`config.mk`:
```
export PLATFORM = sky130hd
export DESIGN_NAME = pat_section_pmt_pid_collector
export DESIGN_NICKNAME = d
export VERILOG_FILES = /design/src/hw/rtl/pspc_pkg.sv /design/src/hw/rtl/pspc_ram.sv /design/src/hw/rtl/pspc_ctrl.sv /design/src/hw/rtl/pspc_dp.sv /design/src/hw/rtl/pat_section_pmt_pid_collector.sv
export SDC_FILE = /design/constraint.sdc
export NUM_CORES = 1
export LEC_CHECK = 0
export ABC_AREA = 1
export BUFFER_PORTS_ARGS = -buffer_cell sky130_fd_sc_hd__buf_2
export CAP_MARGIN = 0
export CORE_ASPECT_RATIO = 0.5
export CORE_UTILIZATION = 57
export DETAILED_ROUTE_END_ITERATION = 10
export PLACE_DENSITY = 0.77
export SLEW_MARGIN = 20
export SYNTH_ARGS = -nofsm -noshare
export SYNTH_HDL_FRONTEND = slang
export SYNTH_SLANG_ARGS = --single-unit
```
`constraint.sdc`:
```
create_clock -name clk -period 5.5 [get_ports clk]
set_input_delay 0.275 -clock clk [delete_from_list [all_inputs] [get_ports clk]]
set_output_delay 0.275 -clock clk [all_outputs]
set_load 0.1 [all_outputs]
```
`src/hw/rtl/pspc_pkg.sv`:
```
package pspc_pkg;

    // input beat: one section byte or a table clear
    typedef struct packed {
        logic        operation;
        logic [7:0]  section_byte;
        logic        first_byte;
    } item_t;

    // result beat: a newly stored or dropped pmt pid
    typedef struct packed {
        logic [12:0] new_pid;
        logic [4:0]  slot_index;
        logic        dropped_full;
    } result_t;

    // operation codes
    localparam logic OP_BYTE  = 1'b0;
    localparam logic OP_CLEAR = 1'b1;

    // pid limits
    localparam logic [12:0] PID_MIN      = 13'h0010;
    localparam logic [12:0] PID_NULL     = 13'h1fff;
    localparam logic [12:0] PID_RSVD_MAX = 13'h0012;

    // section layout
    localparam logic [11:0] POS_LEN_HI    = 12'd1;
    localparam logic [11:0] POS_LEN_LO    = 12'd2;
    localparam logic [11:0] POS_FIRST_ENT = 12'd8;
    localparam logic [11:0] LEN_OVERHEAD  = 12'd9;
    localparam logic [1:0]  ENT_PID_HI    = 2'd2;
    localparam logic [1:0]  ENT_PID_LO    = 2'd3;

    typedef enum logic [1:0] {
        ST_IDLE,
        ST_SEARCH,
        ST_CMP,
        ST_EMIT
    } state_t;

    // controller to datapath
    typedef struct packed {
        logic load_item;
        logic search_init;
        logic search_read;
        logic search_step;
        logic emit;
    } cmd_t;

    // datapath to controller
    typedef struct packed {
        logic need_search;
        logic search_done;
        logic match;
        logic out_free;
    } status_t;

endpackage

```
`src/hw/rtl/pspc_ram.sv`:
```
module pspc_ram #(
    parameter int WIDTH = 13,
    parameter int DEPTH = 32,
    localparam int AW = (DEPTH > 1) ? $clog2(DEPTH) : 1
) (
    input  logic             clk,
    input  logic             we,
    input  logic [AW-1:0]    waddr,
    input  logic [WIDTH-1:0] wdata,
    input  logic             re,
    input  logic [AW-1:0]    raddr,
    output logic [WIDTH-1:0] rdata
);

    logic [WIDTH-1:0] mem [DEPTH];

    // single write port, registered read
    always_ff @(posedge clk)
    begin
        if (we)
        begin
            mem[waddr] <= wdata;
        end
        if (re)
        begin
            rdata <= mem[raddr];
        end
    end

endmodule

```
`src/hw/rtl/pspc_ctrl.sv`:
```
module pspc_ctrl (
    input  logic              clk,
    input  logic              rst_n,
    input  logic              item_valid,
    output logic              item_ready,
    input  pspc_pkg::status_t status,
    output pspc_pkg::cmd_t    cmd
);

    import pspc_pkg::*;

    state_t state_reg;
    state_t state_next;

    // state register
    always_ff @(posedge clk or negedge rst_n)
    begin
        if (!rst_n)
        begin
            state_reg <= ST_IDLE;
        end
        else
        begin
            state_reg <= state_next;
        end
    end

    // next state and commands
    always_comb
    begin
        state_next = state_reg;
        cmd        = '0;
        item_ready = 1'b0;
        unique case (state_reg)
            ST_IDLE:
            begin
                item_ready = 1'b1;
                if (item_valid)
                begin
                    cmd.load_item = 1'b1;
                    if (status.need_search)
                    begin
                        cmd.search_init = 1'b1;
                        state_next      = ST_SEARCH;
                    end
                end
            end
            ST_SEARCH:
            begin
                if (status.search_done)
                begin
                    state_next = ST_EMIT;
                end
                else
                begin
                    cmd.search_read = 1'b1;
                    state_next      = ST_CMP;
                end
            end
            ST_CMP:
            begin
                if (status.match)
                begin
                    state_next = ST_IDLE;
                end
                else
                begin
                    cmd.search_step = 1'b1;
                    state_next      = ST_SEARCH;
                end
            end
            ST_EMIT:
            begin
                if (status.out_free)
                begin
                    cmd.emit   = 1'b1;
                    state_next = ST_IDLE;
                end
            end
            default:
            begin
                state_next = ST_IDLE;
            end
        endcase
    end

endmodule

```
`src/hw/rtl/pspc_dp.sv`:
```
module pspc_dp #(
    parameter int TABLE_DEPTH = 32,
    localparam int CW = $clog2(TABLE_DEPTH + 1),
    localparam int AW = (TABLE_DEPTH > 1) ? $clog2(TABLE_DEPTH) : 1
) (
    input  logic              clk,
    input  logic              rst_n,
    input  pspc_pkg::item_t   item,
    input  pspc_pkg::cmd_t    cmd,
    output pspc_pkg::status_t status,
    output logic              result_valid,
    input  logic              result_ready,
    output pspc_pkg::result_t result
);

    import pspc_pkg::*;

    logic [11:0]   pos_reg, pos_next;
    logic [11:0]   len_reg, len_next;
    logic [9:0]    entries_reg, entries_next;
    logic [4:0]    pid_hi_reg, pid_hi_next;
    logic          halted_reg, halted_next;
    logic [CW-1:0] count_reg, count_next;
    logic [CW-1:0] idx_reg, idx_next;
    logic [12:0]   pid_reg;
    logic          res_valid_reg, res_valid_next;
    result_t       res_reg;

    logic [11:0]   full_len;
    logic [11:0]   len_minus;
    logic [12:0]   pid_in;
    logic          pid_bad;
    logic [9:0]    entries_dec;
    logic          is_pid_byte;
    logic          table_full;
    logic [12:0]   rd_data;

    assign full_len    = {len_reg[11:8], item.section_byte};
    assign len_minus   = full_len - LEN_OVERHEAD;
    assign pid_in      = {pid_hi_reg, item.section_byte};
    assign pid_bad     = (pid_in < PID_MIN) || (pid_in == PID_NULL);
    assign entries_dec = entries_reg - 10'd1;
    assign table_full  = (count_reg == CW'(TABLE_DEPTH));

    // a byte that closes a program entry
    assign is_pid_byte = (item.operation == OP_BYTE) && !item.first_byte && !halted_reg
                         && (pos_reg >= POS_FIRST_ENT) && (pos_reg[1:0] == ENT_PID_LO);

    assign status.need_search = is_pid_byte && !pid_bad && (pid_in > PID_RSVD_MAX);
    assign status.search_done = (idx_reg == count_reg);
    assign status.match       = (rd_data == pid_reg);
    assign status.out_free    = !res_valid_reg || result_ready;

    // section parse state
    always_comb
    begin
        pos_next     = pos_reg;
        len_next     = len_reg;
        entries_next = entries_reg;
        pid_hi_next  = pid_hi_reg;
        halted_next  = halted_reg;
        if (cmd.load_item && item.operation == OP_BYTE)
        begin
            if (item.first_byte)
            begin
                pos_next     = POS_LEN_HI;
                len_next     = '0;
                entries_next = '0;
                pid_hi_next  = '0;
                halted_next  = (item.section_byte != 8'd0);
            end
            else if (!halted_reg)
            begin
                pos_next = pos_reg + 12'd1;
                if (pos_reg == POS_LEN_HI)
                begin
                    len_next = {item.section_byte[3:0], 8'd0};
                end
                else if (pos_reg == POS_LEN_LO)
                begin
                    len_next = full_len;
                    if (full_len >= LEN_OVERHEAD)
                    begin
                        entries_next = len_minus[11:2];
                    end
                    else
                    begin
                        entries_next = '0;
                    end
                    if (full_len < LEN_OVERHEAD || len_minus[11:2] == 10'd0)
                    begin
                        halted_next = 1'b1;
                    end
                end
                else if (pos_reg >= POS_FIRST_ENT && pos_reg[1:0] == ENT_PID_HI)
                begin
                    pid_hi_next = item.section_byte[4:0];
                end
                else if (is_pid_byte)
                begin
                    if (pid_bad)
                    begin
                        halted_next = 1'b1;
                    end
                    else
                    begin
                        entries_next = entries_dec;
                        if (entries_dec == 10'd0)
                        begin
                            halted_next = 1'b1;
                        end
                    end
                end
            end
        end
    end

    // table fill count and search index
    always_comb
    begin
        count_next = count_reg;
        idx_next   = idx_reg;
        if (cmd.load_item && item.operation == OP_CLEAR)
        begin
            count_next = '0;
        end
        if (cmd.emit && !table_full)
        begin
            count_next = count_reg + CW'(1);
        end
        if (cmd.search_init)
        begin
            idx_next = '0;
        end
        else if (cmd.search_step)
        begin
            idx_next = idx_reg + CW'(1);
        end
    end

    // result register
    always_comb
    begin
        res_valid_next = res_valid_reg;
        if (result_ready)
        begin
            res_valid_next = 1'b0;
        end
        if (cmd.emit)
        begin
            res_valid_next = 1'b1;
        end
    end

    always_ff @(posedge clk or negedge rst_n)
    begin
        if (!rst_n)
        begin
            pos_reg       <= '0;
            len_reg       <= '0;
            entries_reg   <= '0;
            pid_hi_reg    <= '0;
            halted_reg    <= 1'b1;
            count_reg     <= '0;
            idx_reg       <= '0;
            res_valid_reg <= 1'b0;
        end
        else
        begin
            pos_reg       <= pos_next;
            len_reg       <= len_next;
            entries_reg   <= entries_next;
            pid_hi_reg    <= pid_hi_next;
            halted_reg    <= halted_next;
            count_reg     <= count_next;
            idx_reg       <= idx_next;
            res_valid_reg <= res_valid_next;
        end
    end

    // payload registers
    always_ff @(posedge clk)
    begin
        if (cmd.search_init)
        begin
            pid_reg <= pid_in;
        end
        if (cmd.emit)
        begin
            res_reg.new_pid <= pid_reg;
            if (table_full)
            begin
                res_reg.slot_index   <= 5'd0;
                res_reg.dropped_full <= 1'b1;
            end
            else
            begin
                res_reg.slot_index   <= 5'(count_reg);
                res_reg.dropped_full <= 1'b0;
            end
        end
    end

    // pid table
    pspc_ram #(
        .WIDTH (13),
        .DEPTH (TABLE_DEPTH)
    ) u_table (
        .clk   (clk),
        .we    (cmd.emit && !table_full),
        .waddr (count_reg[AW-1:0]),
        .wdata (pid_reg),
        .re    (cmd.search_read),
        .raddr (idx_reg[AW-1:0]),
        .rdata (rd_data)
    );

    assign result_valid = res_valid_reg;
    assign result       = res_reg;

endmodule

```
`src/hw/rtl/pat_section_pmt_pid_collector.sv`:
```
// a byte that starts no table search is accepted with no hold; a program entry with a
// new pid (above 0x12) holds the input while each stored pid is read and compared, and
// while a waiting result beat stalls, then it is emitted and the result is valid the next cycle
// a known pid found in slot k holds the input while slots 0 to k are read and compared
// throughput: one byte per cycle unless a one-read-port table walk holds the input
// reset: parse idle until a first byte, table empty (fill count zero), no clearing pass
module pat_section_pmt_pid_collector #(
    parameter int TABLE_DEPTH = 32
) (
    input  logic              clk,
    input  logic              rst_n,
    input  logic              item_valid,
    output logic              item_ready,
    input  pspc_pkg::item_t   item,
    output logic              result_valid,
    input  logic              result_ready,
    output pspc_pkg::result_t result
);

    import pspc_pkg::*;

    cmd_t    cmd;
    status_t status;

    // sequencer
    pspc_ctrl u_ctrl (
        .clk        (clk),
        .rst_n      (rst_n),
        .item_valid (item_valid),
        .item_ready (item_ready),
        .status     (status),
        .cmd        (cmd)
    );

    // parse state, table and result register
    pspc_dp #(
        .TABLE_DEPTH (TABLE_DEPTH)
    ) u_dp (
        .clk          (clk),
        .rst_n        (rst_n),
        .item         (item),
        .cmd          (cmd),
        .status       (status),
        .result_valid (result_valid),
        .result_ready (result_ready),
        .result       (result)
    );

endmodule

```
==> metrics, run 1 <==
outcome=completed; Worst Path Required=5.68 ns; Yosys cell types=44; initial antenna violation count=0; Largest register FFs=416; most frequent cells in the layout=edfxtp_1 (461), nor2_1 (281), o21ai_0 (229), nand2_1 (172), inv_1 (80); CP Max Fanout=13; HPWL after DPL=32.0 mm; Max Transition Viols Final=0; Routed WL per cell=24.0 um; Critical-path top delay cell=nor2_1; fin crit share=59.8%; Final TNS setup=0 ns; CTS tree=done; crit-path max cell delay=1.07 ns; CP arrival=3.47 ns; final wirelength=54.3 mm; Post-Synth XOR/XNOR Area=0.794%; Worst Hold Class=in2reg; PostCTS Resize Cnt=0; number of post-CTS setup repair buffers=0; Sink Count=508; CP Class=reg2reg; All-Layer GR Usage=28.8%; initial core utilization=58.1%; final hold violations=0; Async SR Flop Fraction=9.25%; crit path cell chain=inv_1 > ha_1 > nand4_1 > nand2_1 > inv_2 > nand2_1 > nor2_1; CTS Buffer Depth=3; total nets after synthesis=1,751; EDFF count, synth=461; maximum clock frequency=304 MHz; first-pass GRT wire length=79.3 mm; Critical R2R Launch=u_dp.count_reg[0]$_DFFE_PN0P_; worst reg-to-reg setup slack=2.21 ns; num ports=35; nets=1,766; Most flops, register=u_dp.u_table.mem; GP Congestion=0.934; Ant. Diodes=0; grt ovf=0; Worst R2R Path Depth=7; CTS root buf=clkbuf_16; clock skew=0.0231 ns; Setup-failing EPs final=0; hold path endpoint=u_dp.pid_reg[2]$_DFFE_PP_; min-delay src=item[3]; Gate Count Post-Synth=1,726; die height=138 um; Pleak=7.57 nW; post-synthesis compound-gate area fraction=11.3%; mux share of post-synthesis cell area=0.0537%; layout cells sized above 1=9.40%; post-synthesis cell area=21,000 um2; critical path endpoint category=flip-flop; Post-Synth Simple-Gate Area=12.0%; vias in the first global route=13,189; number of DRC markers in iteration 0=2,243; post-route ant nets=0; Primary FF master, synth=edfxtp_1; Pre-antenna DRT Iters=6; CP Launch Type=flip-flop; Core ar.=36,000 um2; PortBufs=34; Slew HR=19.4%; number of synthesized register bits=508; clock buffer count from CTS=44; # hold bufs at CTS=8; num rows=49; Tmin final=3.29 ns; Finished Core Util=63.8%; Post-Synth Adder-Cell Area=0.657%; worst skew pair latency=0.58 ns; clk slew on worst S/H paths=0.07 ns; post-synthesis sequential area ratio=71.7%; vias=14,395; hold depth=1; power per cell area=314 nW/um2; Vias/cell=6.37; Die Wd=273 um; final hold slack=0.0160 ns; largest net degree at the start of global routing=148; H-Tree Level Count=2; critical path's most frequent cell=nand2_1; Die ar.=37,600 um2; Reg2Reg Capture Point=u_dp.u_table.mem[4][0]$_DFFE_PP_; max cap viols=0; DRC=0; area delta synth->final=9.74%; commonest non-fill, non-tap cell in the layout=edfxtp_1; Worst Tran Pin Value=1.20 ns; VDD IR max=0.265 mV; Ys Warns=0; unrepaired setup endpoints after global routing=false; syn avg cell area=12.1 um2; largest family of logic cells by synthesized area=simple AND/OR/NAND/NOR gates
==> cells by family after synthesis <==
group,after synthesis
buffers and inverters,187
muxes,1
DFF,508
xor gates and xnor gates,19
AOI/OAI and AO/OA,409
adders and majority gates,11
and+or+nand+nor,591
==> area by class of cell <==
class | count | area [um2]
Sequential cell | 508 | 15000
Fill cell | 2579 | 13100
Multi-Input combinational cell | 1031 | 5220
Clock buffer | 58 | 1190
Tap cell | 484 | 606
Timing Repair Buffer | 63 | 408
Inverter | 93 | 355
Clock inverter | 23 | 178
==> critical path, delay by kind of cell, from the launching register on <==
family | cells | cell delay, ns
buffers and inverters | 2 | 0.29
and+or+nand+nor | 4 | 1.88
DFF | 1 | 0.46
adders and majority gates | 1 | 0.25
==> per-layer routing <==
metal | global-route usage [%] | vias up | wire (um)
met2 | 42.4 | 1158 | 23500
met5 | 0 | - | 0
met1 | 41.9 | 6814 | 21100
met3 | 8.26 | 129 | 8200
met4 | 8.26 | 0 | 1520
li1 | - | 6294 | -
==> power breakdown <==
part | internal, W | total, W | switching, W
combinational | 0.0000128 | 0.0000425 | 0.0000297
sequential | 0.00415 | 0.00415 | 0.0000000000000000000211
clock | 0.00164 | 0.00303 | 0.00139
total | 0.00580 | 0.00722 | 0.00142
==> per-stage QoR <==
stage	std cells	setup WS [ns]	total power, W	cell area, um2
5_1_grt	2260	2.17	0.00737	23000
2_1_floorplan	1726	2.13	0.00425	21000
3_5_place_dp	2171	2.40	0.00427	21500
4_1_cts	2260	2.35	0.00722	23000
6_report	2260	2.21	0.00722	23000
3_3_place_gp	2171	2.61	0.00427	21500
==> how the worst max path moves through the flow <==
stage / from / to / slack (ns) / cells past startpoint
2_1_floorplan: u_dp.result_valid$_DFFE_PN0P_ / u_dp.u_table.mem[0][0]$_DFFE_PP_ / 2.13 / 7
3_3_place_gp: u_dp.count_reg[0]$_DFFE_PN0P_ / u_dp.u_table.mem[4][4]$_DFFE_PP_ / 2.61 / 7
3_5_place_dp: u_dp.count_reg[0]$_DFFE_PN0P_ / u_dp.u_table.mem[16][2]$_DFFE_PP_ / 2.40 / 7
4_1_cts: u_dp.count_reg[0]$_DFFE_PN0P_ / u_dp.u_table.mem[16][11]$_DFFE_PP_ / 2.35 / 7
5_1_grt: u_dp.count_reg[0]$_DFFE_PN0P_ / u_dp.u_table.mem[4][12]$_DFFE_PP_ / 2.17 / 7
6_report: u_dp.count_reg[0]$_DFFE_PN0P_ / u_dp.u_table.mem[4][0]$_DFFE_PP_ / 2.21 / 7
==> Yosys cell counts (4+ instances only) <==
| cell type | n | area [um2] |
|---|---|---|
| nor3_1 | 12 | 60.1 |
| o211ai_1 | 19 | 143 |
| xnor2_1 | 4 | 35.0 |
| inv_2 | 10 | 37.5 |
| nand3_1 | 62 | 310 |
| o21ai_0 | 229 | 1150 |
| nand3b_1 | 5 | 37.5 |
| a21oi_1 | 12 | 60.1 |
| edfxtp_1 | 461 | 13800 |
| nand2_2 | 4 | 25.0 |
| o41ai_1 | 4 | 35.0 |
| a22oi_1 | 7 | 52.6 |
| nor2_4 | 4 | 45.0 |
| buf_1 | 10 | 37.5 |
| inv_1 | 81 | 304 |
| dfrtp_1 | 46 | 1150 |
| nand2_1 | 172 | 646 |
| nand4_1 | 21 | 131 |
| nor2_1 | 291 | 1090 |
| xor2_1 | 15 | 131 |
| o22ai_1 | 75 | 469 |
| o21ai_1 | 25 | 125 |
| buf_2 | 17 | 85.1 |
| ha_1 | 11 | 138 |
| clkbuf_1 | 65 | 244 |
| o221ai_1 | 33 | 289 |
| nor2_2 | 7 | 43.8 |
Power figures use the tool's default switching activity.
==> run 2: changes to the inputs <==
--- a/config.mk
+++ b/config.mk
@@ -5,7 +5,7 @@
 export SDC_FILE = /design/constraint.sdc
 export NUM_CORES = 1
 export LEC_CHECK = 0
-export ABC_AREA = 1
+export ABC_AREA = 0
 export BUFFER_PORTS_ARGS = -buffer_cell sky130_fd_sc_hd__buf_2
 export CAP_MARGIN = 0
 export CORE_ASPECT_RATIO = 0.5
==> constraint.sdc (replaced) <==
create_clock -name clk -period 3.42 [get_ports clk]
set_input_delay 0.171 -clock clk [delete_from_list [all_inputs] [get_ports clk]]
set_output_delay 0.171 -clock clk [all_outputs]
set_load 0.1 [all_outputs]
==> run 2 against run 1 <==
Sequential power grew 67%. Global-route usage shrank 0.88 points. Critical endpoint is now u_dp.u_table.mem[29][6]$_DFFE_PP_. Sequential share of layout area shrank 0.72 points. Sequential cell count is the same. Largest cell class unchanged. Largest power group unchanged.
==> metrics, run 2 <==
met1 Use GR=36.8% (-5.0 points); Slew HR=19.6% (+0.21 points); final wirelength=49.9 mm (-8.2%); Tmin final=2.82 ns (-0.469 ns); Worst Hold Class=in2reg; Core ar.=35,000 um2 (-3.0%); Gate Count Post-Synth=1,042 (-40%); met3 usage=8.81% (+0.55 points); initial antenna violation count=5 (+5); commonest non-fill, non-tap cell in the layout=edfxtp_1; CP Launch Type=flip-flop; Primary FF master, synth=edfxtp_1; syn avg cell area=19.7 um2 (+62%); fin crit share=82.4% (+23 points); num ports=35 (unchanged); CP Max Fanout=13 (unchanged); dpl cell area=21,700 um2 (+0.95%); Final TNS setup=0 ns (unchanged); CP Class=reg2reg; met2 Use GR=43.9% (+1.5 points); CP arrival=3.09 ns (-0.38 ns); PortBufs=34 (unchanged); Tot Pwr=0.0141 W (+95%); number of post-CTS setup repair buffers=0 (unchanged); # hold bufs at CTS=11 (+3); Setup-failing EPs final=0 (unchanged); hold path endpoint=u_dp.pos_reg[0]$_DFFE_PN0P_; Finished Cell Area=23,300 um2 (+1.1%); PostCTS Resize Cnt=0 (unchanged); final hold violations=0 (unchanged); Pre-antenna DRT Iters=6 (unchanged); Layout fillers=2,218 (-14%); clk slew on worst S/H paths=0.06 ns (about the same); worst reg-to-reg setup slack=0.60 ns (-1.61 ns); top cell type by total area after synthesis=edfxtp_1; synth top area cells=edfxtp_1 (67%), mux4_2 (12%), dfrtp_1 (5.6%); CTS root buf=clkbuf_16; first-pass GRT wire length=72.6 mm (-8.5%); Die ar.=36,900 um2 (-1.9%); H-Tree Level Count=2 (unchanged); num rows=48 (-2.0%); All-Layer GR Usage=27.9% (-0.88 points); maximum clock frequency=355 MHz (+17%); Ys Warns=0 (unchanged); worst skew pair latency=0.56 ns (-0.02 ns); layout cells sized above 1=25.5% (+16 points); CTS Buffer Depth=3 (unchanged); Worst R2R Path Depth=6 (-1); Async SR Flop Fraction=9.25% (unchanged); DRC=0 (unchanged); vias in the first global route=10,967 (-17%); clock buffer count from CTS=44 (unchanged); nets=1,190 (-33%); Worst Path Required=3.69 ns (-1.99 ns); die height=136 um (-0.95%); most frequent cells in the layout=edfxtp_1 (461), mux4_2 (112), nor2_1 (76), buf_4 (71), clkbuf_16 (45); Die Wd=271 um (-0.96%); number of DRC markers in iteration 0=1,249 (-44%); Finished Core Util=66.5% (+2.7 points); post-synthesis cell area=20,500 um2 (-1.9%); number of synthesized register bits=508 (unchanged); clock skew=0.0231 ns (+0.0000281 ns); Reg2Reg Capture Point=u_dp.u_table.mem[29][6]$_DFFE_PP_; Critical R2R Launch=u_dp.count_reg[3]$_DFFE_PN0P_; Routed WL per cell=29.8 um (+24%); Vias/cell=6.60 (+3.7%); most numerous cell in the Yosys netlist=edfxtp_1; min-delay src=item_valid; grt ovf=0 (unchanged); VDD IR max=0.403 mV (+52%); hold depth=3 (+2); outcome=completed; Pleak=8.36 nW (+10%); post-route ant nets=0 (unchanged); post-synthesis sequential area ratio=73.1% (+1.4 points); initial core utilization=58.8% (+0.67 points); Yosys cell types=65 (+48%); Worst Tran Pin Value=1.21 ns (+0.00130 ns); post-synth top area share=67.4% (+1.3 points); CTS tree=done; Largest register FFs=416 (unchanged); power per cell area=606 nW/um2 (+93%); vias=11,061 (-23%); largest net degree at the start of global routing=54 (-64%); GP Congestion=0.964 (+3.1%); gr busiest metal=met2; EDFF count, synth=461 (unchanged); unrepaired setup endpoints after global routing=false; Most flops, register=u_dp.u_table.mem; total nets after synthesis=1,067 (-39%); Sink Count=508 (unchanged); most frequent cells after synthesis=edfxtp_1 (461), mux4_2 (112), nor2_1 (77); Max Transition Viols Final=0 (unchanged); HPWL after DPL=31.3 mm (-2.3%); max cap viols=0 (unchanged); area delta synth->final=13.2%; critical path endpoint category=flip-flop
[run 2: cell types whose count changed in the layout (fill, tap and decap cells not counted), sizes merged, moves of 51 or more]
cell,delta
o21ai,-236
nor2,-226
nand2,-144
mux4,+130
inv,-84
o22ai,-72
buf,+55
nand3,-51
[run 2: cells by family (layout without fill, tap and decap cells)]
logic type,after synthesis,count (layout),synth area share [%]
AND/OR/NAND/NOR,205,205,5.02
other,0,2,0
AO/OA/AOI/OAI,80,80,2.76
buffers and inverters,53,209,1.33
flip-flops,508,508,73.1
multiplexers,148,148,15.5
XOR/XNOR,37,37,1.58
adder cells (fa/ha/maj),11,11,0.670
[run 2: worst max-delay path, cell delays in order, from the launching register on]
cell and delay [ns]:
dfrtp_1 0.63, or3_1 0.31, nor2_1 0.15, nor3_2 0.46, nand2_1 0.28, nor2_1 0.44
buf_4 0.25
[run 2: where the power goes]
group	switching [W]	internal (W)	total (W)
Sequential	0.000164	0.00677	0.00694
Clock	0.00216	0.00282	0.00498
Combinational	0.00108	0.00110	0.00218
Total	0.00340	0.0107	0.0141
[run 2: how the worst max path moves through the flow]
stage / cells past startpoint / slack [ns] / startpoint / end
detailed placement: 5 / 0.64 / u_dp.idx_reg[0]$_DFFE_PN0P_ / u_dp.u_table.rdata[7]$_DFFE_PP_
global placement: 5 / 0.69 / u_dp.idx_reg[0]$_DFFE_PN0P_ / u_dp.u_table.rdata[9]$_DFFE_PP_
global route: 6 / 0.51 / u_dp.count_reg[2]$_DFFE_PN0P_ / u_dp.u_table.mem[29][2]$_DFFE_PP_
finish: 6 / 0.60 / u_dp.count_reg[3]$_DFFE_PN0P_ / u_dp.u_table.mem[29][6]$_DFFE_PP_
floorplan: 5 / 0.45 / u_ctrl.state_reg[0]$_DFFE_PN0P_ / u_dp.entries_reg[8]$_DFFE_PN0P_
CTS: 5 / 0.63 / u_dp.idx_reg[0]$_DFFE_PN0P_ / u_dp.u_table.rdata[7]$_DFFE_PP_
[run 2: area by class of cell]
cell class	instances	area, um2	area share, %
inverters	9	33.8	0.145
well taps	475	594	2.56
flip-flops and latches	508	15000	64.6
clock inverters	23	238	1.02
repair buffers	121	913	3.93
diodes	2	5.00	0.0215
clock buffers	56	1180	5.06
multi-input cells	481	5260	22.6
[run 2: routing by layer]
metal / vias up / wire length [um] / part of all wire, %
li1: 4534 / - / -
met1: 5771 / 18700 / 38
met2: 639 / 23600 / 47
met3: 111 / 5630 / 11
met4: 6 / 1680 / 3.4
met5: - / 196 / 0.39
[run 2: metrics by stage]
stage / worst slack, ns / instances / hold WS [ns]
after global routing: 0.505 / 1674 / 0.0568
after detailed placement: 0.636 / 1583 / 0.362
after global placement: 0.691 / 1583 / 0.345
final: 0.601 / 1675 / 0.0498
after floorplan: 0.447 / 1042 / -0.125
after CTS: 0.626 / 1673 / 0.0237
